File: config.mk
export PLATFORM = sky130hd
export DESIGN_NAME = avg_fifo
export DESIGN_NICKNAME = d
export VERILOG_FILES = /design/src/rtl/core/avg_pkg.sv /design/src/rtl/core/avg_fifo.sv
export SDC_FILE = /design/constraint.sdc
export NUM_CORES = 1
export LEC_CHECK = 0
export ABC_AREA = 1
export ABC_CLOCK_PERIOD_IN_PS = 2000
export BUFFER_PORTS_ARGS = -buffer_cell sky130_fd_sc_hd__buf_2
export CAP_MARGIN = 20
export CORE_MARGIN = 4
export CORE_UTILIZATION = 42
export DETAILED_ROUTE_END_ITERATION = 12
export PLACE_DENSITY = 0.62
export SLEW_MARGIN = 15
export SYNTH_ARGS = -nofsm -noshare
export SYNTH_HDL_FRONTEND = slang
export SYNTH_SLANG_ARGS = --single-unit
File: constraint.sdc
create_clock -name clk -period 2 [get_ports clk]
set_input_delay 0.2 -clock clk [delete_from_list [all_inputs] [get_ports clk]]
set_output_delay 0.2 -clock clk [all_outputs]
set_load 0.01 [all_outputs]
File: src/rtl/core/avg_pkg.sv
// ============================================================================
// Arc vertex generator package
// Shared widths, register codes, CORDIC tables and pipeline types.
// ============================================================================
`default_nettype none

package avg_pkg;

    // Field widths.
    localparam int VERTEX_W   = 12;
    localparam int RADIUS_W   = 16;
    localparam int ANGLE_W    = 17;
    localparam int SEG_W      = 12;
    localparam int COORD_W    = 17;
    localparam int CFG_IDX_W  = 2;
    localparam int CFG_DATA_W = 17;

    // Configuration register indexes.
    localparam logic [CFG_IDX_W-1:0] CFG_RADIUS    = 2'd0;
    localparam logic [CFG_IDX_W-1:0] CFG_ARC_ANGLE = 2'd1;
    localparam logic [CFG_IDX_W-1:0] CFG_SEGMENTS  = 2'd2;

    // Register reset values and the lower segment bound.
    localparam logic [RADIUS_W-1:0] RADIUS_RESET = 16'd256;
    localparam logic [ANGLE_W-1:0]  ANGLE_RESET  = 17'd65536;
    localparam logic [SEG_W-1:0]    MIN_SEGMENTS = 12'd6;

    // Queue between front and back.
    localparam int FIFO_DEPTH = 4;
    localparam int FIFO_PTR_W = $clog2(FIFO_DEPTH);
    localparam int FIFO_CNT_W = $clog2(FIFO_DEPTH + 1);

    // Phase division: dividend is (index * angle) << FRAC_BITS.
    localparam int PROD_W    = VERTEX_W + ANGLE_W;
    localparam int FRAC_BITS = 16;
    localparam int REM_W     = SEG_W;
    localparam int DIV_STEPS = PROD_W + FRAC_BITS - REM_W;
    localparam int PHASE_W   = 32;

    // CORDIC datapath.
    localparam int START_W = 30;
    localparam int DP_W    = 34;
    localparam int GAIN_W  = 30;
    localparam int START_PROD_W = RADIUS_W + GAIN_W;
    localparam logic [GAIN_W-1:0] GAIN_Q30 = 30'd652032874;
    localparam logic signed [DP_W-1:0] QUARTER_TURN = 34'sd1073741824;
    localparam logic signed [DP_W-1:0] HALF_TURN    = 34'sd2147483648;

    localparam int ATAN_ENTRIES = 24;
    localparam int ATAN_W       = 32;
    localparam logic [ATAN_W-1:0] ATAN_TAB [ATAN_ENTRIES] = '{
        32'd536870912, 32'd316933405, 32'd167458907, 32'd85004756,
        32'd42667331,  32'd21354465,  32'd10679838,  32'd5340245,
        32'd2670163,   32'd1335087,   32'd667544,    32'd333772,
        32'd166886,    32'd83443,     32'd41722,     32'd20861,
        32'd10430,     32'd5215,      32'd2608,      32'd1304,
        32'd652,       32'd326,       32'd163,       32'd81
    };

    // Output rounding to Q8.8 and saturation bounds.
    localparam int ROUND_SHIFT = 14;
    localparam logic signed [DP_W-1:0] ROUND_HALF = 34'sd8192;
    localparam logic signed [DP_W-1:0] COORD_MAX  = 34'sd65535;
    localparam logic signed [DP_W-1:0] COORD_MIN  = -34'sd65536;

    // Classification flags that travel with an item.
    typedef struct packed {
        logic last;
        logic oor;
    } tag_t;

    // Classified item held in the queue.
    typedef struct packed {
        logic [VERTEX_W-1:0] index;
        tag_t                tag;
    } item_t;

    // Configuration seen by the back end.
    typedef struct packed {
        logic [ANGLE_W-1:0] arc_angle;
        logic [SEG_W-1:0]   seg_count;
        logic [START_W-1:0] start_x;
    } cfg_t;

endpackage

`default_nettype wire

File: src/rtl/core/avg_fifo.sv
// ============================================================================
// Arc vertex generator queue
// Small first-in first-out buffer of classified items between front and back.
// ============================================================================
`default_nettype none

module avg_fifo
    import avg_pkg::*;
(
    input  wire logic clk,
    input  wire logic rst_n,
    input  wire logic push_valid,
    output logic      push_ready,
    input  wire item_t push_item,
    output logic      pop_valid,
    input  wire logic pop_ready,
    output item_t     pop_item
);

    item_t                 entry_reg [FIFO_DEPTH];
    logic [FIFO_PTR_W-1:0] wr_ptr_reg;
    logic [FIFO_PTR_W-1:0] rd_ptr_reg;
    logic [FIFO_CNT_W-1:0] count_reg;
    logic                  do_push;
    logic                  do_pop;

    assign push_ready = (count_reg != FIFO_CNT_W'(FIFO_DEPTH));
    assign pop_valid  = (count_reg != '0);
    assign do_push    = push_valid && push_ready;
    assign do_pop     = pop_valid && pop_ready;
    assign pop_item   = entry_reg[rd_ptr_reg];

    // Pointers and fill count.
    always_ff @(posedge clk or negedge rst_n)
    begin
        if (!rst_n)
        begin
            wr_ptr_reg <= '0;
            rd_ptr_reg <= '0;
            count_reg  <= '0;
        end
        else
        begin
            if (do_push)
            begin
                wr_ptr_reg <= wr_ptr_reg + 1'b1;
            end
            if (do_pop)
            begin
                rd_ptr_reg <= rd_ptr_reg + 1'b1;
            end
            if (do_push && !do_pop)
            begin
                count_reg <= count_reg + 1'b1;
            end
            else if (do_pop && !do_push)
            begin
                count_reg <= count_reg - 1'b1;
            end
        end
    end

    // Entry storage.
    always_ff @(posedge clk)
    begin
        if (do_push)
        begin
            entry_reg[wr_ptr_reg] <= push_item;
        end
    end

endmodule

`default_nettype wire

==> flow_metrics.tcl <==
set metrics [dict create \
    detail_route.drc_violations 0 \
    die-area_um2 7870 \
    worst_skew_pair.late_latency_ps 330 \
    powerDensity_nw_per_um2 1417 \
    global_route.usage.met1_pct 16.27 \
    timing.max_cap.violations 0 \
    chipHeight_um 88.72 \
    ios 34 \
    worstSetupStartpointType "flip-flop" \
    synth.avg_cell_area_um2 12.27 \
    start_util_pct 43.09 \
    final.setup_skew_ps 8.360 \
    grt_max_degree 30 \
    largest_register_ff_count 56 \
    finalSetupTns_ps 0 \
    dpl.hpwl_um 2999 \
    dr_total_vias 1598 \
    overflow 0 \
    slew_viol_final 0 \
    drive_gt1_share_pct 27.17 \
    r2r_setup_slack_ps 220 \
    drtIter0Drc 45 \
    fmax_ghz 0.5633 \
    synth_largest_type_area_fraction_pct 61.45 \
    gp_congestion 0.7957 \
    final.period_utilization_pct 88.77 \
    drt_pre_antenna_iters 4 \
    worst_ep_arrival_time_ps 1980 \
    hold_start "push_item[7]" \
    part_of_the_yosys_area_used_for_sequential_elements_pct 67.86 \
    crit_fanout 4 \
    dpl_cell_area_um2 3015 \
    run_status "finished, final reports clean" \
    die_width_um 88.72 \
    cts_max_level 3 \
    synth_top_cell_by_area "sky130_fd_sc_hd__edfxtp_1" \
    post_cts.resized_instances 0 \
    grt_pass1_vias 1514 \
    cts.root.buffer_cell "sky130_fd_sc_hd__clkbuf_8" \
    cts_tree "yes" \
    timing.final.hold_violations 0 \
    ff2ff_path_depth 9 \
    num_antenna_cells 0 \
    yosysWarningCount 0 \
    critPathCaptureType "flip-flop" \
    total_routing_usage_reported_by_global_routing_pct 13.27 \
    worstReg2RegStart "count_reg[0]" \
    area.growth.synth_to_final_pct 16.92 \
    detail_route.vias_per_cell 4.527 \
    ant_nets 0 \
    worstHoldPathType "in -> reg" \
    total_leakage_power_nw 1.396 \
    post-cts-setup-buffer-count 0 \
    coreArea_um2 6350 \
    synth.lib_cells_used.distinct 18 \
    post_synth_main_area_contributors "sky130_fd_sc_hd__edfxtp_1, sky130_fd_sc_hd__nand2_1, sky130_fd_sc_hd__dfrtp_1" \
    synth_seq_cells 63 \
    hold_path_end "entry_reg[2][7]" \
    port_buffers 33 \
    antenna_found_initial 0 \
    globalRoute.busiestLayer "met2" \
    crit_required_ps 2210 \
    worstSetupPathType "reg -> reg" \
    min_path_cells 1 \
    worstMarginPinSlew_ps 487.2 \
    avgRoutedWirePerCell_um 12.92 \
    totalWireLength_um 4559 \
    post_synth_inst_count 223 \
    unrepaired_setup_endpoints_after_global_routing "no" \
    post_synth_instance_area_um2 2736 \
    cts_buffer_depth 2 \
    globalRouteMet2Util_pct 20.72 \
    layout_commonest_cell "sky130_fd_sc_hd__nand2_1" \
    r2r_end "count_reg[1]" \
    final_net_count 295 \
    synth_fp_nets 247 \
    setup-violations-final 0 \
    max-vdd-ir-drop_mv 0.8007 \
    wire_length_of_the_first_global_routing_pass_um 7452 \
    fin_area_um2 3199 \
    clkTransAtPathRegs_ps 70 \
    relative_slew_slack_pct 67.52 \
    placement_rows 29 \
    clkSinkCount 63 \
    cts_buffers 9 \
    most_frequent_cells_in_the_layout "sky130_fd_sc_hd__nand2_1, sky130_fd_sc_hd__edfxtp_1, sky130_fd_sc_hd__inv_1" \
    gr-usage-met3_pct 3.724 \
    finalCriticalPeriod_ps 1775 \
]
==> per-layer routing <==
layer  up-vias  wire, µm
li1        848         -
met1       720      1963
met2        22      2375
met3         8       154
met4         0        65
met5         -         0
==> final cells by class <==
cell class	instances	area (µm²)
clock buffer	10	127.6
clock inverter	6	46.29
fill	553	3151
inverter	44	167.7
multi-input combinational	107	639.4
sequential	63	1857
tap	77	96.34
timing repair buffer	46	265.3
==> where the power goes <==
group,leakage [nW],switching [mW],internal (mW)
Clock,0.0829,0.488,0.455
Combinational,0.716,1.04,0.646
Sequential,0.597,0.157,1.75
Total,1.40,1.68,2.85
==> how the worst max path moves through the flow <==
stage | slack (ps) | cells past startpoint | endpoint | startpoint
after global placement | 290 | 10 | count_reg[2] | count_reg[0]
after CTS | 190 | 4 | pop_item[1] | rd_ptr_reg[1]
final | 220 | 9 | count_reg[1] | count_reg[0]
after global routing | 30 | 10 | count_reg[2] | count_reg[0]
after floorplan | 190 | 9 | count_reg[1] | count_reg[0]
after detailed placement | 220 | 9 | count_reg[1] | count_reg[0]
==> Yosys cell counts, drive strengths merged <==
| cell type | number |
|---|---|
| nor2 | 4 |
| o211ai | 28 |
| dfrtp | 7 |
| o21ai | 1 |
| nand4 | 1 |
| nand3 | 7 |
| edfxtp | 56 |
| nand2 | 59 |
| buf | 9 |
| fa | 1 |
| inv | 44 |
| xnor2 | 1 |
| ha | 5 |
==> cell families (layout without fill, tap and decap cells) <==
family	after synthesis	count (layout)	synth area share, %
and+or+nand+nor	71	71	10.15
xor gates and xnor gates	1	1	0.3201
DFF	63	63	67.86
AOI/OAI and AO/OA	29	29	9.876
adders and majority gates	6	6	3.018
buffers and inverters	53	106	8.779
==> metrics by stage <==
stage | power, mW | util (%) | setup WS (ps) | hold WS, ps | instances
finish | 4.534 | 50.38 | 224.6 | 78.76 | 353
global placement | 3.619 | 47.49 | 288.9 | 42.41 | 336
detailed placement | 3.655 | 47.49 | 223.7 | 41.09 | 336
global route | 4.914 | 50.38 | 30.34 | 49.09 | 353
floorplan | 3.130 | - | 193.4 | -95.59 | 223
CTS | 4.621 | 50.38 | 190.0 | 55.00 | 353
==> critical path, stage by stage (launching register included) <==
cell and delay (ps):
sky130_fd_sc_hd__dfrtp_1 440, sky130_fd_sc_hd__inv_2 80, sky130_fd_sc_hd__nand3_1 130, sky130_fd_sc_hd__nand2_1 120, sky130_fd_sc_hd__inv_1 50, sky130_fd_sc_hd__ha_1 200, sky130_fd_sc_hd__inv_1 80, sky130_fd_sc_hd__fa_1 410
sky130_fd_sc_hd__nand2_1 70, sky130_fd_sc_hd__o21ai_0 70
==> what timing repair did <==
action	in CTS	in global routing
endpoints found under the hold margin	7	0
setup endpoints to repair	0	0
hold buffers	1	0
Note: power is estimated with default switching activity, not from simulation.
