==> src/rtl/core/avg_pkg.sv <==
// ============================================================================
// Arc vertex generator package
// Shared widths, register codes, CORDIC tables and pipeline types.
// ============================================================================
`default_nettype none

package avg_pkg;

    // Field widths.
    localparam int VERTEX_W   = 12;
    localparam int RADIUS_W   = 16;
    localparam int ANGLE_W    = 17;
    localparam int SEG_W      = 12;
    localparam int COORD_W    = 17;
    localparam int CFG_IDX_W  = 2;
    localparam int CFG_DATA_W = 17;

    // Configuration register indexes.
    localparam logic [CFG_IDX_W-1:0] CFG_RADIUS    = 2'd0;
    localparam logic [CFG_IDX_W-1:0] CFG_ARC_ANGLE = 2'd1;
    localparam logic [CFG_IDX_W-1:0] CFG_SEGMENTS  = 2'd2;

    // Register reset values and the lower segment bound.
    localparam logic [RADIUS_W-1:0] RADIUS_RESET = 16'd256;
    localparam logic [ANGLE_W-1:0]  ANGLE_RESET  = 17'd65536;
    localparam logic [SEG_W-1:0]    MIN_SEGMENTS = 12'd6;

    // Queue between front and back.
    localparam int FIFO_DEPTH = 4;
    localparam int FIFO_PTR_W = $clog2(FIFO_DEPTH);
    localparam int FIFO_CNT_W = $clog2(FIFO_DEPTH + 1);

    // Phase division: dividend is (index * angle) << FRAC_BITS.
    localparam int PROD_W    = VERTEX_W + ANGLE_W;
    localparam int FRAC_BITS = 16;
    localparam int REM_W     = SEG_W;
    localparam int DIV_STEPS = PROD_W + FRAC_BITS - REM_W;
    localparam int PHASE_W   = 32;

    // CORDIC datapath.
    localparam int START_W = 30;
    localparam int DP_W    = 34;
    localparam int GAIN_W  = 30;
    localparam int START_PROD_W = RADIUS_W + GAIN_W;
    localparam logic [GAIN_W-1:0] GAIN_Q30 = 30'd652032874;
    localparam logic signed [DP_W-1:0] QUARTER_TURN = 34'sd1073741824;
    localparam logic signed [DP_W-1:0] HALF_TURN    = 34'sd2147483648;

    localparam int ATAN_ENTRIES = 24;
    localparam int ATAN_W       = 32;
    localparam logic [ATAN_W-1:0] ATAN_TAB [ATAN_ENTRIES] = '{
        32'd536870912, 32'd316933405, 32'd167458907, 32'd85004756,
        32'd42667331,  32'd21354465,  32'd10679838,  32'd5340245,
        32'd2670163,   32'd1335087,   32'd667544,    32'd333772,
        32'd166886,    32'd83443,     32'd41722,     32'd20861,
        32'd10430,     32'd5215,      32'd2608,      32'd1304,
        32'd652,       32'd326,       32'd163,       32'd81
    };

    // Output rounding to Q8.8 and saturation bounds.
    localparam int ROUND_SHIFT = 14;
    localparam logic signed [DP_W-1:0] ROUND_HALF = 34'sd8192;
    localparam logic signed [DP_W-1:0] COORD_MAX  = 34'sd65535;
    localparam logic signed [DP_W-1:0] COORD_MIN  = -34'sd65536;

    // Classification flags that travel with an item.
    typedef struct packed {
        logic last;
        logic oor;
    } tag_t;

    // Classified item held in the queue.
    typedef struct packed {
        logic [VERTEX_W-1:0] index;
        tag_t                tag;
    } item_t;

    // Configuration seen by the back end.
    typedef struct packed {
        logic [ANGLE_W-1:0] arc_angle;
        logic [SEG_W-1:0]   seg_count;
        logic [START_W-1:0] start_x;
    } cfg_t;

endpackage

`default_nettype wire

==> src/rtl/core/avg_phase_div.sv <==
// ============================================================================
// Arc vertex generator phase divider
// Multiplies the index by the arc angle, then divides by the segment count
// one quotient bit per stage to form a 32-bit phase.
// ============================================================================
`default_nettype none

module avg_phase_div
    import avg_pkg::*;
(
    input  wire logic                clk,
    input  wire logic                rst_n,
    input  wire logic                adv,
    input  wire logic                in_valid,
    input  wire item_t               in_item,
    input  wire cfg_t                cfg,
    output logic                     out_valid,
    output logic [PHASE_W-1:0]       out_phase,
    output tag_t                     out_tag
);

    logic                mul_vld_reg;
    logic [PROD_W-1:0]   prod_reg;
    tag_t                mul_tag_reg;
    logic [DIV_STEPS-1:0] vld_reg;
    logic [REM_W-1:0]    rem_reg  [DIV_STEPS];
    logic [PHASE_W-1:0]  quo_reg  [DIV_STEPS];
    logic [PROD_W-1:0]   prod_s_reg [DIV_STEPS];
    tag_t                tag_reg  [DIV_STEPS];

    // Multiply stage: index times arc angle.
    always_ff @(posedge clk)
    begin
        if (adv)
        begin
            prod_reg    <= PROD_W'(in_item.index) * PROD_W'(cfg.arc_angle);
            mul_tag_reg <= in_item.tag;
        end
    end

    // Valid bits move with the pipeline.
    always_ff @(posedge clk or negedge rst_n)
    begin
        if (!rst_n)
        begin
            mul_vld_reg <= 1'b0;
            vld_reg     <= '0;
        end
        else if (adv)
        begin
            mul_vld_reg <= in_valid;
            vld_reg     <= {vld_reg[DIV_STEPS-2:0], mul_vld_reg};
        end
    end

    // Restoring division; the quotient's upper bits are zero for in-range
    // indexes, so the remainder starts from the top of the product.
    for (genvar j = 0; j < DIV_STEPS; j++)
    begin : g_step
        localparam int BIT = DIV_STEPS - 1 - j;
        logic [REM_W-1:0]   rem_in;
        logic [PHASE_W-1:0] quo_in;
        logic [PROD_W-1:0]  prod_in;
        tag_t               tag_in;
        logic               dbit;
        logic [REM_W:0]     trial;
        logic [REM_W:0]     diff;

        if (j == 0)
        begin : g_first
            assign rem_in  = prod_reg[PROD_W-1 -: REM_W];
            assign quo_in  = '0;
            assign prod_in = prod_reg;
            assign tag_in  = mul_tag_reg;
        end
        else
        begin : g_next
            assign rem_in  = rem_reg[j-1];
            assign quo_in  = quo_reg[j-1];
            assign prod_in = prod_s_reg[j-1];
            assign tag_in  = tag_reg[j-1];
        end

        if (BIT >= FRAC_BITS)
        begin : g_dbit
            assign dbit = prod_in[BIT-FRAC_BITS];
        end
        else
        begin : g_zero
            assign dbit = 1'b0;
        end

        assign trial = {rem_in, dbit};
        assign diff  = trial - {1'b0, cfg.seg_count};

        always_ff @(posedge clk)
        begin
            if (adv)
            begin
                if (trial >= {1'b0, cfg.seg_count})
                begin
                    rem_reg[j] <= diff[REM_W-1:0];
                    quo_reg[j] <= {quo_in[PHASE_W-2:0], 1'b1};
                end
                else
                begin
                    rem_reg[j] <= trial[REM_W-1:0];
                    quo_reg[j] <= {quo_in[PHASE_W-2:0], 1'b0};
                end
                prod_s_reg[j] <= prod_in;
                tag_reg[j]    <= tag_in;
            end
        end
    end

    assign out_valid = vld_reg[DIV_STEPS-1];
    assign out_phase = quo_reg[DIV_STEPS-1];
    assign out_tag   = tag_reg[DIV_STEPS-1];

endmodule

`default_nettype wire

==> config.mk <==
export PLATFORM = sky130hd
export DESIGN_NAME = avg_phase_div
export DESIGN_NICKNAME = d
export VERILOG_FILES = /design/src/rtl/core/avg_pkg.sv /design/src/rtl/core/avg_phase_div.sv
export SDC_FILE = /design/constraint.sdc
export NUM_CORES = 2
export LEC_CHECK = 0
export BUFFER_PORTS_ARGS = -buffer_cell sky130_fd_sc_hd__buf_2
export CAP_MARGIN = 20
export CORE_MARGIN = 2
export CORE_UTILIZATION = 43
export DETAILED_ROUTE_END_ITERATION = 8
export GPL_ROUTABILITY_DRIVEN = 0
export GPL_TIMING_DRIVEN = 0
export SLEW_MARGIN = 10
export SYNTH_ARGS = -nofsm -noshare
export SYNTH_HDL_FRONTEND = slang
export SYNTH_SLANG_ARGS = --single-unit
==> constraint.sdc <==
create_clock -name clk -period 5.7 [get_ports clk]
set_clock_uncertainty 0.15 [all_clocks]
set_input_delay 0.57 -clock clk [delete_from_list [all_inputs] [get_ports clk]]
set_output_delay 0.57 -clock clk [all_outputs]
set_load 0.1 [all_outputs]
==> impl_metrics.ini <==
[synth]
synth_seq_area_share = 0.547
avgSynthCellArea_um2 = 13.1
ys.flop_type = edfxtp_1
yosysWarnings = 0
synth_edf_count = 1144
netlist_instances = 4919
synth.distinct_cells = 79
synthesis.nets = 5640
synthArstFlopShare = 0.0288
synth_seq_cells = 1179
netlist_area_mm2 = 0.0643

[critical_path]
r2r_end = rem_reg[12][5]
worstPathArrival_ns = 6.00
ff2ff_path_depth = 9
critPathMaxFanout = 10
end_kind = register
timing_worst_setup_path_type = in2reg
start_kind = input pin
reg2reg_setup_slack_ns = 2.22
r2r-start = rem_reg[11][0]
cp.required_ns = 6.17

[finish]
stdcell_count = 7183
layout_common_cells = 1,144 x edfxtp_1, 462 x ha_1, 335 x inv_1
final_common_cell = edfxtp_1
fin_area_mm2 = 0.0722
nets = 5871
regArea_mm2 = 0.0352
multi_input_area_mm2 = 0.0273
final_util = 0.487
area_growth_syn_to_layout_pct = 12.2
largest_reg_flops = 528
drive_above_1_share = 0.142
fillers = 12900

[drt]
drc = 0
vias = 37900
avgRoutedWirePerCell_um = 17.6
ant_nets = 0
drt-initial-drc-count = 2070
wl_mm = 127
viasPerCell = 5.27
drtPass1Iterations = 6

[placed_design]
dp.final_hpwl_mm = 88.3
port_buffers = 78
placed_area_mm2 = 0.0677
dp_cells = 6949

[hold_path]
hp-start = adv
hold_end = tag_reg[0][4]
holdCritPathClass = in2reg
hold_depth = 1

[power_and_ir_drop]
powerDensity_mw_per_mm2 = 522
p_int_mw = 24.9
p_comb_frac = 0.419
total_power_mw = 37.7
switching_share = 0.339
p_leak_nw = 28.2
ir_drop_uv = 312
clockPowerShare = 0.225
pwr-share-seq = 0.356
power.switching_mw = 12.8

[global_routing]
overflow = 0
grt_pass1_wl_mm = 202
antenna_found_initial = 3
grt_usage = 0.167
grt_pass1_vias = 38000
grt_max_degree = 103

[die]
rows = 141
dieHeight_um = 391
core_mm2 = 0.148
initial_core_util = 0.434
pin_count = 112
die_w_um = 391
die_area_mm2 = 0.153

[sta]
final-hold-violation-count = 0
setup_viol = 0
max_freq_mhz = 181
tns_ns = 0
tightest_slew_ns = 1.05
maxSlewViolCount = 0
post-route-period-util = 0.970
period_minus_slack_ns = 5.53
rsz0062_at_grt = no
maxSlewHeadroom = 0.300

[clock_network]
cts_buffers = 132
cts_tree = built
cts_sinks = 1179
post_cts_buffers = 0
path_clk_slew_ns = 0.06
cts_buffer_depth = 3
clk_latency_ns = 0.76
clock_tree.root_cell = clkbuf_16
cts_max_level = 4

[outcome]
status = finished clean

[flow_run]
drv_cap = 0
Yosys cell counts, drive strengths merged, types with 18 or more instances:
library cell / number / area, um^2
a211oi: 27 / 203
a21boi: 49 / 383
a21o: 81 / 608
a21oi: 198 / 995
a31oi: 23 / 150
and2: 117 / 732
and3: 28 / 175
buf: 36 / 273
clkbuf: 79 / 297
dfrtp: 34 / 851
edfxtp: 1144 / 34400
fa: 182 / 3640
ha: 462 / 5780
inv: 346 / 1300
mux2: 320 / 3660
mux2i: 56 / 561
nand2: 300 / 1130
nand2b: 32 / 200
nand3: 51 / 255
nand4: 43 / 269
nor2: 297 / 1110
nor2b: 122 / 768
nor3: 80 / 400
o211ai: 33 / 248
o21a: 63 / 473
o21ai: 213 / 1080
o31ai: 29 / 218
o41ai: 18 / 233
or3: 27 / 169
xnor2: 163 / 1430
xor2: 108 / 946
layer usage:
layer	up-vias	GRT usage	wire length [um]	part of all wire
li1	18500	-	-	-
met1	18400	0.216	57300	0.45
met2	687	0.283	60900	0.48
met3	225	0.0264	4640	0.037
met4	0	0.0574	3830	0.030
met5	-	0	0	0
worst max path at each step:
stage                 from                     to  slack (ns)
2_1_floorplan   in_item[6]  g_step[0].prod_in[28]        0.02
3_3_place_gp           adv        quo_reg[31][23]       -4.06
3_5_place_dp    in_item[7]  g_step[0].prod_in[23]       -0.84
4_1_cts        in_item[12]  g_step[0].prod_in[26]        0.02
5_1_grt            cfg[44]  g_step[0].prod_in[28]       0.003
6_report           cfg[44]  g_step[0].prod_in[26]        0.17
worst max-delay path, stage by stage:
cell and delay (ns):
buf_2 0.10, clkbuf_1 0.41, nand2_1 0.15, fa_1 0.48, fa_1 0.56, inv_1 0.07
fa_1 0.52, fa_1 0.55, inv_1 0.05, fa_1 0.52, inv_1 0.04, ha_1 0.35
a211o_1 0.31, o32ai_4 0.31, o21a_1 0.28, o31ai_4 0.13, or4b_1 0.50, nand3_1 0.09
metrics by stage:
| step | hold slack [ns] | worst slack, ns |
|---|---|---|
| detailed placement | 0.255 | -0.838 |
| CTS | 0.0115 | 0.0176 |
| floorplan | 0.124 | 0.0237 |
| finish | 0.0771 | 0.169 |
| global route | 0.0364 | 0.00294 |
| global placement | 0.250 | -4.06 |
power groups by stage:
stage / sequential [mW] / clock (mW) / combinational [mW]
after CTS: 13.4 / 8.76 / 15.8
after global routing: 13.6 / 9.11 / 17.7
final: 13.4 / 8.48 / 15.8
after global placement: 13.6 / 0 / 15.3
after floorplan: 13.3 / 0 / 12.7
after detailed placement: 13.6 / 0 / 15.6
cell families (layout without fill, tap and decap cells):
logic type	Yosys count	after routing	share of synthesized area
DFF	1179	1179	0.547
buffers and inverters	461	794	0.0290
other	0	1	0
xor gates and xnor gates	271	271	0.0369
and+or+nand+nor	1169	1169	0.0898
AOI/OAI and AO/OA	819	819	0.0848
muxes	376	376	0.0655
adders and majority gates	644	644	0.146
cell type report:
class,instances,area share
Inverter,346,0.0183
Timing Repair Buffer,105,0.0131
Tap cell,1930,0.0334
Buffer,107,0.00823
Sequential cell,1179,0.488
Clock inverter,80,0.0141
Antenna cell,1,0.0000347
Clock buffer,156,0.0473
Multi-Input combinational cell,3279,0.378
repair_timing:
item,4_1_cts,5_1_grt
hold buffers,4,0
endpoints found under the setup margin,3,8
hold endpoints to repair,37,0
resized for setup,1,18
No activity file was read; power rests on OpenSTA's default activity.
