[src/rtl/core/avg_pkg.sv]
// ============================================================================
// Arc vertex generator package
// Shared widths, register codes, CORDIC tables and pipeline types.
// ============================================================================
`default_nettype none

package avg_pkg;

    // Field widths.
    localparam int VERTEX_W   = 12;
    localparam int RADIUS_W   = 16;
    localparam int ANGLE_W    = 17;
    localparam int SEG_W      = 12;
    localparam int COORD_W    = 17;
    localparam int CFG_IDX_W  = 2;
    localparam int CFG_DATA_W = 17;

    // Configuration register indexes.
    localparam logic [CFG_IDX_W-1:0] CFG_RADIUS    = 2'd0;
    localparam logic [CFG_IDX_W-1:0] CFG_ARC_ANGLE = 2'd1;
    localparam logic [CFG_IDX_W-1:0] CFG_SEGMENTS  = 2'd2;

    // Register reset values and the lower segment bound.
    localparam logic [RADIUS_W-1:0] RADIUS_RESET = 16'd256;
    localparam logic [ANGLE_W-1:0]  ANGLE_RESET  = 17'd65536;
    localparam logic [SEG_W-1:0]    MIN_SEGMENTS = 12'd6;

    // Queue between front and back.
    localparam int FIFO_DEPTH = 4;
    localparam int FIFO_PTR_W = $clog2(FIFO_DEPTH);
    localparam int FIFO_CNT_W = $clog2(FIFO_DEPTH + 1);

    // Phase division: dividend is (index * angle) << FRAC_BITS.
    localparam int PROD_W    = VERTEX_W + ANGLE_W;
    localparam int FRAC_BITS = 16;
    localparam int REM_W     = SEG_W;
    localparam int DIV_STEPS = PROD_W + FRAC_BITS - REM_W;
    localparam int PHASE_W   = 32;

    // CORDIC datapath.
    localparam int START_W = 30;
    localparam int DP_W    = 34;
    localparam int GAIN_W  = 30;
    localparam int START_PROD_W = RADIUS_W + GAIN_W;
    localparam logic [GAIN_W-1:0] GAIN_Q30 = 30'd652032874;
    localparam logic signed [DP_W-1:0] QUARTER_TURN = 34'sd1073741824;
    localparam logic signed [DP_W-1:0] HALF_TURN    = 34'sd2147483648;

    localparam int ATAN_ENTRIES = 24;
    localparam int ATAN_W       = 32;
    localparam logic [ATAN_W-1:0] ATAN_TAB [ATAN_ENTRIES] = '{
        32'd536870912, 32'd316933405, 32'd167458907, 32'd85004756,
        32'd42667331,  32'd21354465,  32'd10679838,  32'd5340245,
        32'd2670163,   32'd1335087,   32'd667544,    32'd333772,
        32'd166886,    32'd83443,     32'd41722,     32'd20861,
        32'd10430,     32'd5215,      32'd2608,      32'd1304,
        32'd652,       32'd326,       32'd163,       32'd81
    };

    // Output rounding to Q8.8 and saturation bounds.
    localparam int ROUND_SHIFT = 14;
    localparam logic signed [DP_W-1:0] ROUND_HALF = 34'sd8192;
    localparam logic signed [DP_W-1:0] COORD_MAX  = 34'sd65535;
    localparam logic signed [DP_W-1:0] COORD_MIN  = -34'sd65536;

    // Classification flags that travel with an item.
    typedef struct packed {
        logic last;
        logic oor;
    } tag_t;

    // Classified item held in the queue.
    typedef struct packed {
        logic [VERTEX_W-1:0] index;
        tag_t                tag;
    } item_t;

    // Configuration seen by the back end.
    typedef struct packed {
        logic [ANGLE_W-1:0] arc_angle;
        logic [SEG_W-1:0]   seg_count;
        logic [START_W-1:0] start_x;
    } cfg_t;

endpackage

`default_nettype wire

[src/rtl/core/avg_front.sv]
// ============================================================================
// Arc vertex generator front end
// Holds the configuration registers, accepts vertex indexes and classifies
// them against the segment count before they enter the queue.
// ============================================================================
`default_nettype none

module avg_front
    import avg_pkg::*;
#(
    parameter int MAX_SEGMENTS     = 4095,
    parameter int DEFAULT_SEGMENTS = 32
)
(
    input  wire logic                  clk,
    input  wire logic                  rst_n,
    input  wire logic                  in_valid,
    output logic                       in_ready,
    input  wire logic [VERTEX_W-1:0]   vertex_index,
    input  wire logic                  cfg_valid,
    output logic                       cfg_ready,
    input  wire logic [CFG_IDX_W-1:0]  cfg_index,
    input  wire logic [CFG_DATA_W-1:0] cfg_data,
    output logic                       item_valid,
    input  wire logic                  item_ready,
    output item_t                      item,
    output cfg_t                       cfg
);

    logic [RADIUS_W-1:0]     radius_reg;
    logic [ANGLE_W-1:0]      angle_reg;
    logic [SEG_W-1:0]        seg_reg;
    logic [SEG_W-1:0]        seg_clamped;
    logic [START_W-1:0]      start_x_reg;
    logic [START_PROD_W-1:0] start_prod;
    logic                    item_valid_reg;
    item_t                   item_reg;
    logic                    accept;

    // Writes always taken; user keeps the block idle when they arrive, unchecked.
    assign cfg_ready = 1'b1;

    // Segment count is clamped into its legal range on write.
    always_comb
    begin
        seg_clamped = cfg_data[SEG_W-1:0];
        if (seg_clamped < MIN_SEGMENTS)
        begin
            seg_clamped = MIN_SEGMENTS;
        end
        if (int'(seg_clamped) > MAX_SEGMENTS)
        begin
            seg_clamped = SEG_W'(MAX_SEGMENTS);
        end
    end

    // Configuration registers; zero radius and zero angle writes are dropped.
    always_ff @(posedge clk or negedge rst_n)
    begin
        if (!rst_n)
        begin
            radius_reg <= RADIUS_RESET;
            angle_reg  <= ANGLE_RESET;
            seg_reg    <= SEG_W'(DEFAULT_SEGMENTS);
        end
        else if (cfg_valid)
        begin
            case (cfg_index)
                CFG_RADIUS:
                begin
                    if (cfg_data[RADIUS_W-1:0] != '0)
                    begin
                        radius_reg <= cfg_data[RADIUS_W-1:0];
                    end
                end
                CFG_ARC_ANGLE:
                begin
                    if (cfg_data[ANGLE_W-1:0] != '0)
                    begin
                        angle_reg <= cfg_data[ANGLE_W-1:0];
                    end
                end
                CFG_SEGMENTS:
                begin
                    seg_reg <= seg_clamped;
                end
                default:
                begin
                end
            endcase
        end
    end

    // Gain-scaled start vector, refreshed from the radius every cycle.
    assign start_prod = START_PROD_W'(radius_reg) * START_PROD_W'(GAIN_Q30);

    always_ff @(posedge clk)
    begin
        start_x_reg <= start_prod[START_PROD_W-1 -: START_W];
    end

    // Input register: accept when empty or when the queue takes the current word.
    assign in_ready = !item_valid_reg || item_ready;
    assign accept   = in_valid && in_ready;

    always_ff @(posedge clk or negedge rst_n)
    begin
        if (!rst_n)
        begin
            item_valid_reg <= 1'b0;
        end
        else if (in_ready)
        begin
            item_valid_reg <= in_valid;
        end
    end

    // Classify the index against the end of the arc.
    always_ff @(posedge clk)
    begin
        if (accept)
        begin
            item_reg.index    <= vertex_index;
            item_reg.tag.last <= (vertex_index == seg_reg);
            item_reg.tag.oor  <= (vertex_index > seg_reg);
        end
    end

    assign item_valid    = item_valid_reg;
    assign item          = item_reg;
    assign cfg.arc_angle = angle_reg;
    assign cfg.seg_count = seg_reg;
    assign cfg.start_x   = start_x_reg;

endmodule

`default_nettype wire

[config.mk]
export PLATFORM = sky130hd
export DESIGN_NAME = avg_front
export DESIGN_NICKNAME = d
export VERILOG_FILES = /design/src/rtl/core/avg_pkg.sv /design/src/rtl/core/avg_front.sv
export SDC_FILE = /design/constraint.sdc
export NUM_CORES = 1
export LEC_CHECK = 0
export BUFFER_PORTS_ARGS = -buffer_cell sky130_fd_sc_hd__buf_2
export CORE_MARGIN = 2
export CORE_UTILIZATION = 30
export DETAILED_ROUTE_END_ITERATION = 8
export GPL_ROUTABILITY_DRIVEN = 0
export RECOVER_POWER = 50
export SLEW_MARGIN = 30
export SYNTH_ARGS = -nofsm -noshare
export SYNTH_HDL_FRONTEND = slang
export SYNTH_SLANG_ARGS = --single-unit
[constraint.sdc]
create_clock -name clk -period 6.7 [get_ports clk]
set_input_delay 0.335 -clock clk [delete_from_list [all_inputs] [get_ports clk]]
set_output_delay 0.335 -clock clk [all_outputs]
set_load 0.01 [all_outputs]
==> impl_metrics.tcl <==
set metrics [dict create \
    multi_input_comb_area_sq_mm 0.007934 \
    remaining_global_route_overflow 0 \
    antenna_found_initial 0 \
    dr_total_vias 7831 \
    place.port_buffers 110 \
    r2r.worst_path.cells 19 \
    type_of_the_worst_setup_path "flip-flop to flip-flop" \
    areaGrowthSynthToFinish_pct 12.07 \
    synth_common_cells "sky130_fd_sc_hd__inv_1, sky130_fd_sc_hd__ha_1, sky130_fd_sc_hd__fa_1" \
    final.setup_skew_ns 0.01860 \
    synth_top_cell_area_share_pct 29.24 \
    worst_ep_arrival_time_ns 6.67 \
    num-fill-cells 3689 \
    critical_path.startpoint_type "flip-flop" \
    initial_utilization_pct 30.59 \
    yosysTopAreaCell "sky130_fd_sc_hd__fa_1" \
    postSynth.asyncResetShare_pct 51.11 \
    cts-root-to-sink-buffers 2 \
    synthCells 1080 \
    crit-reg2reg-capture "start_x_reg[25]" \
    synth.area.top_cells "sky130_fd_sc_hd__fa_1, sky130_fd_sc_hd__ha_1, sky130_fd_sc_hd__dfrtp_1" \
    timing.final.crit_period_ns 6.379 \
    detail_route.vias_per_cell 4.700 \
    timing.critical_path.to_type "flip-flop" \
    fmax_ghz 0.1568 \
    synth_sequential_area_ratio_pct 19.38 \
    failed_checks "max-capacitance violations, max-slew violations" \
    drt-pass1-iter-count 5 \
    cts_tree "built" \
    placed_area_sq_mm 0.01233 \
    timing.critical_path.mode_cell "sky130_fd_sc_hd__ha_1" \
    synth_flop_cell "sky130_fd_sc_hd__dfrtp_1" \
    sequential_cell_area_sq_mm 0.002177 \
    critical_path.max_fanout 10 \
    synth.avg_cell_area_sq_um 10.40 \
    tightest_slew_ns 2.549 \
    post_route_cells_drive_above_1_share_pct 10.77 \
    core-area_sq_mm 0.03670 \
    post_synth_instance_area_sq_mm 0.01123 \
    die_w_microns 197.5 \
    final_core_utilization_pct 34.29 \
    first_global_vias 8098 \
    routed_wl_microns 28450 \
    hpwl_microns 24700 \
    worstPathCellList "ha_1 > xor2_1 > ha_1 > xnor2_1 > ha_1 > fa_1 > fa_1 > inv_1 > fa_1 > inv_1 > ha_1 > a21oi_1 > o21ai_0 > a21o_1 > a221oi_2 > a21o_1 > a21oi_2 > o311a_1 > a211oi_2" \
    cap_viol_max_count 1 \
    clock_insertion_delay_worst_skew_ns 0.37 \
    status "finished, violations left" \
    worst_setup_path_startpoint "radius_reg[13]" \
    dieHeight_microns 197.5 \
    crit-reg2reg-launch "radius_reg[13]" \
    finalInstanceArea_sq_mm 0.01258 \
    worstPathRequired_ns 6.99 \
    critPathCapture "start_x_reg[25]" \
    syn_warnings 0 \
    num_rows 70 \
    numClockSinks 90 \
    timing.hold.worst.class "input pin to flip-flop" \
    cts_bufs_inserted 9 \
    ant_nets 0 \
    slew_headroom_pct -69.92 \
    final-max-slew-violation-count 47 \
    synth.lib_cells_used.distinct 59 \
    cts_root_buf "sky130_fd_sc_hd__clkbuf_16" \
    ios 112 \
    grt_first_pass_wirelength_microns 44150 \
    synth_seq_cells 90 \
    post-synth-top-count-cell "sky130_fd_sc_hd__inv_1" \
    antenna_cells 0 \
    number_of_flip_flops_in_the_largest_register 30 \
    final_hold_viol_count 0 \
    htreeDepth 3 \
    number_of_enable_flip_flop_cells_after_synthesis 14 \
    final_setup_viols 0 \
    global_route.usage.total_pct 14.95 \
    clkTransAtPathRegs_ns 0.08 \
    finalCritPeriodShare_pct 95.21 \
    drtIter0Drc 448 \
    wire_per_inst_microns 17.08 \
    worst_setup_slack_for_register_to_register_paths_ns 0.32 \
    drt_drc_violations_left 0 \
    die-area_sq_mm 0.03899 \
    slowest_stage "sky130_fd_sc_hd__dfrtp_1" \
    crit_path_max_incr_delay_ns 0.60 \
    grt_max_degree 47 \
    finalNetCount 1572 \
    mappedNetlistNets 1459 \
    grt_setup_unrepaired "no" \
]
## per-stage QoR
stage,TNS (ns),hold slack [ns],instances,setup WS [ns]
2_1_floorplan,0,0.03941,1080,1.117
3_3_place_gp,0,0.4671,1649,0.05178
3_5_place_dp,-0.03081,0.3926,1649,-0.03081
4_1_cts,0,0.1470,1666,0.09542
5_1_grt,0,0.1497,1666,0.03009
6_report,0,0.1617,1666,0.3209
## metal layers
layer	track usage [%]	wire, microns
met3	2.032	1264
met5	0	0
met1	19.41	12270
met2	25.13	14030
met4	6.043	882
## cell type report
cell class	count	area share, %
Clock buffer	9	1.790
Clock inverter	7	0.6961
Inverter	283	8.443
Multi-Input combinational cell	694	63.06
Sequential cell	90	17.30
Tap cell	468	4.654
Timing Repair Buffer	115	4.057
## critical path: cells and delay by family, from the launching register on
kind | cells | cell delay (ns)
compound gates | 8 | 1.78
xor+xnor | 2 | 0.64
fa+ha+maj | 7 | 3.19
buf+inv | 2 | 0.09
flops | 1 | 0.60
## logic make-up after synthesis
family                   Yosys count  synth area share, %
adder cells (fa/ha/maj)          343                49.19
buffers and inverters            296                10.04
AO/OA/AOI/OAI                    138                8.347
AND/OR/NAND/NOR                  132                5.851
flip-flops                        90                19.38
multiplexers                      41                4.112
XOR/XNOR                          39                3.042
other                              1              0.03340
## what timing repair did
item	in CTS	in global routing
endpoints found under the hold margin	7	0
buffers inserted	0	0
endpoints found under the setup margin	2	3
hold buffers	1	0
pin swaps	0	0
resized for setup	1	3
## placed cells by master, fill, tap and decap left out, drive strengths merged, types with 4 or more instances in the layout
cell / instances
nor2b: 5
clkbuf: 73
or2: 4
a21oi: 47
nor2: 26
a21o: 28
o21bai: 7
nand2: 39
nor3: 8
xor2: 13
xnor2: 26
dfrtp: 43
and2: 5
ha: 179
edfxtp: 14
fa: 164
nand3: 6
nand4: 12
a31oi: 5
inv: 285
mux2: 41
o21ai: 17
and3: 7
o31ai: 4
nand2b: 12
dfxtp: 30
buf: 50
## how the worst min path moves through the flow
| stage | from | endpoint | slack, ns | depth (start not counted) |
|---|---|---|---|---|
| finish | vertex_index[0] | item[2] | 0.16 | 1 |
| floorplan | rst_n | angle_reg[0] | 0.04 | 0 |
| CTS | vertex_index[0] | item[2] | 0.15 | 1 |
| global placement | angle_reg[16] | angle_reg[16] | 0.47 | 2 |
| detailed placement | rst_n | angle_reg[4] | 0.39 | 1 |
| global route | vertex_index[0] | item[2] | 0.15 | 1 |
Power is not shown: default switching activity piles up to over one toggle a cycle in this logic, so the estimate is an artifact.
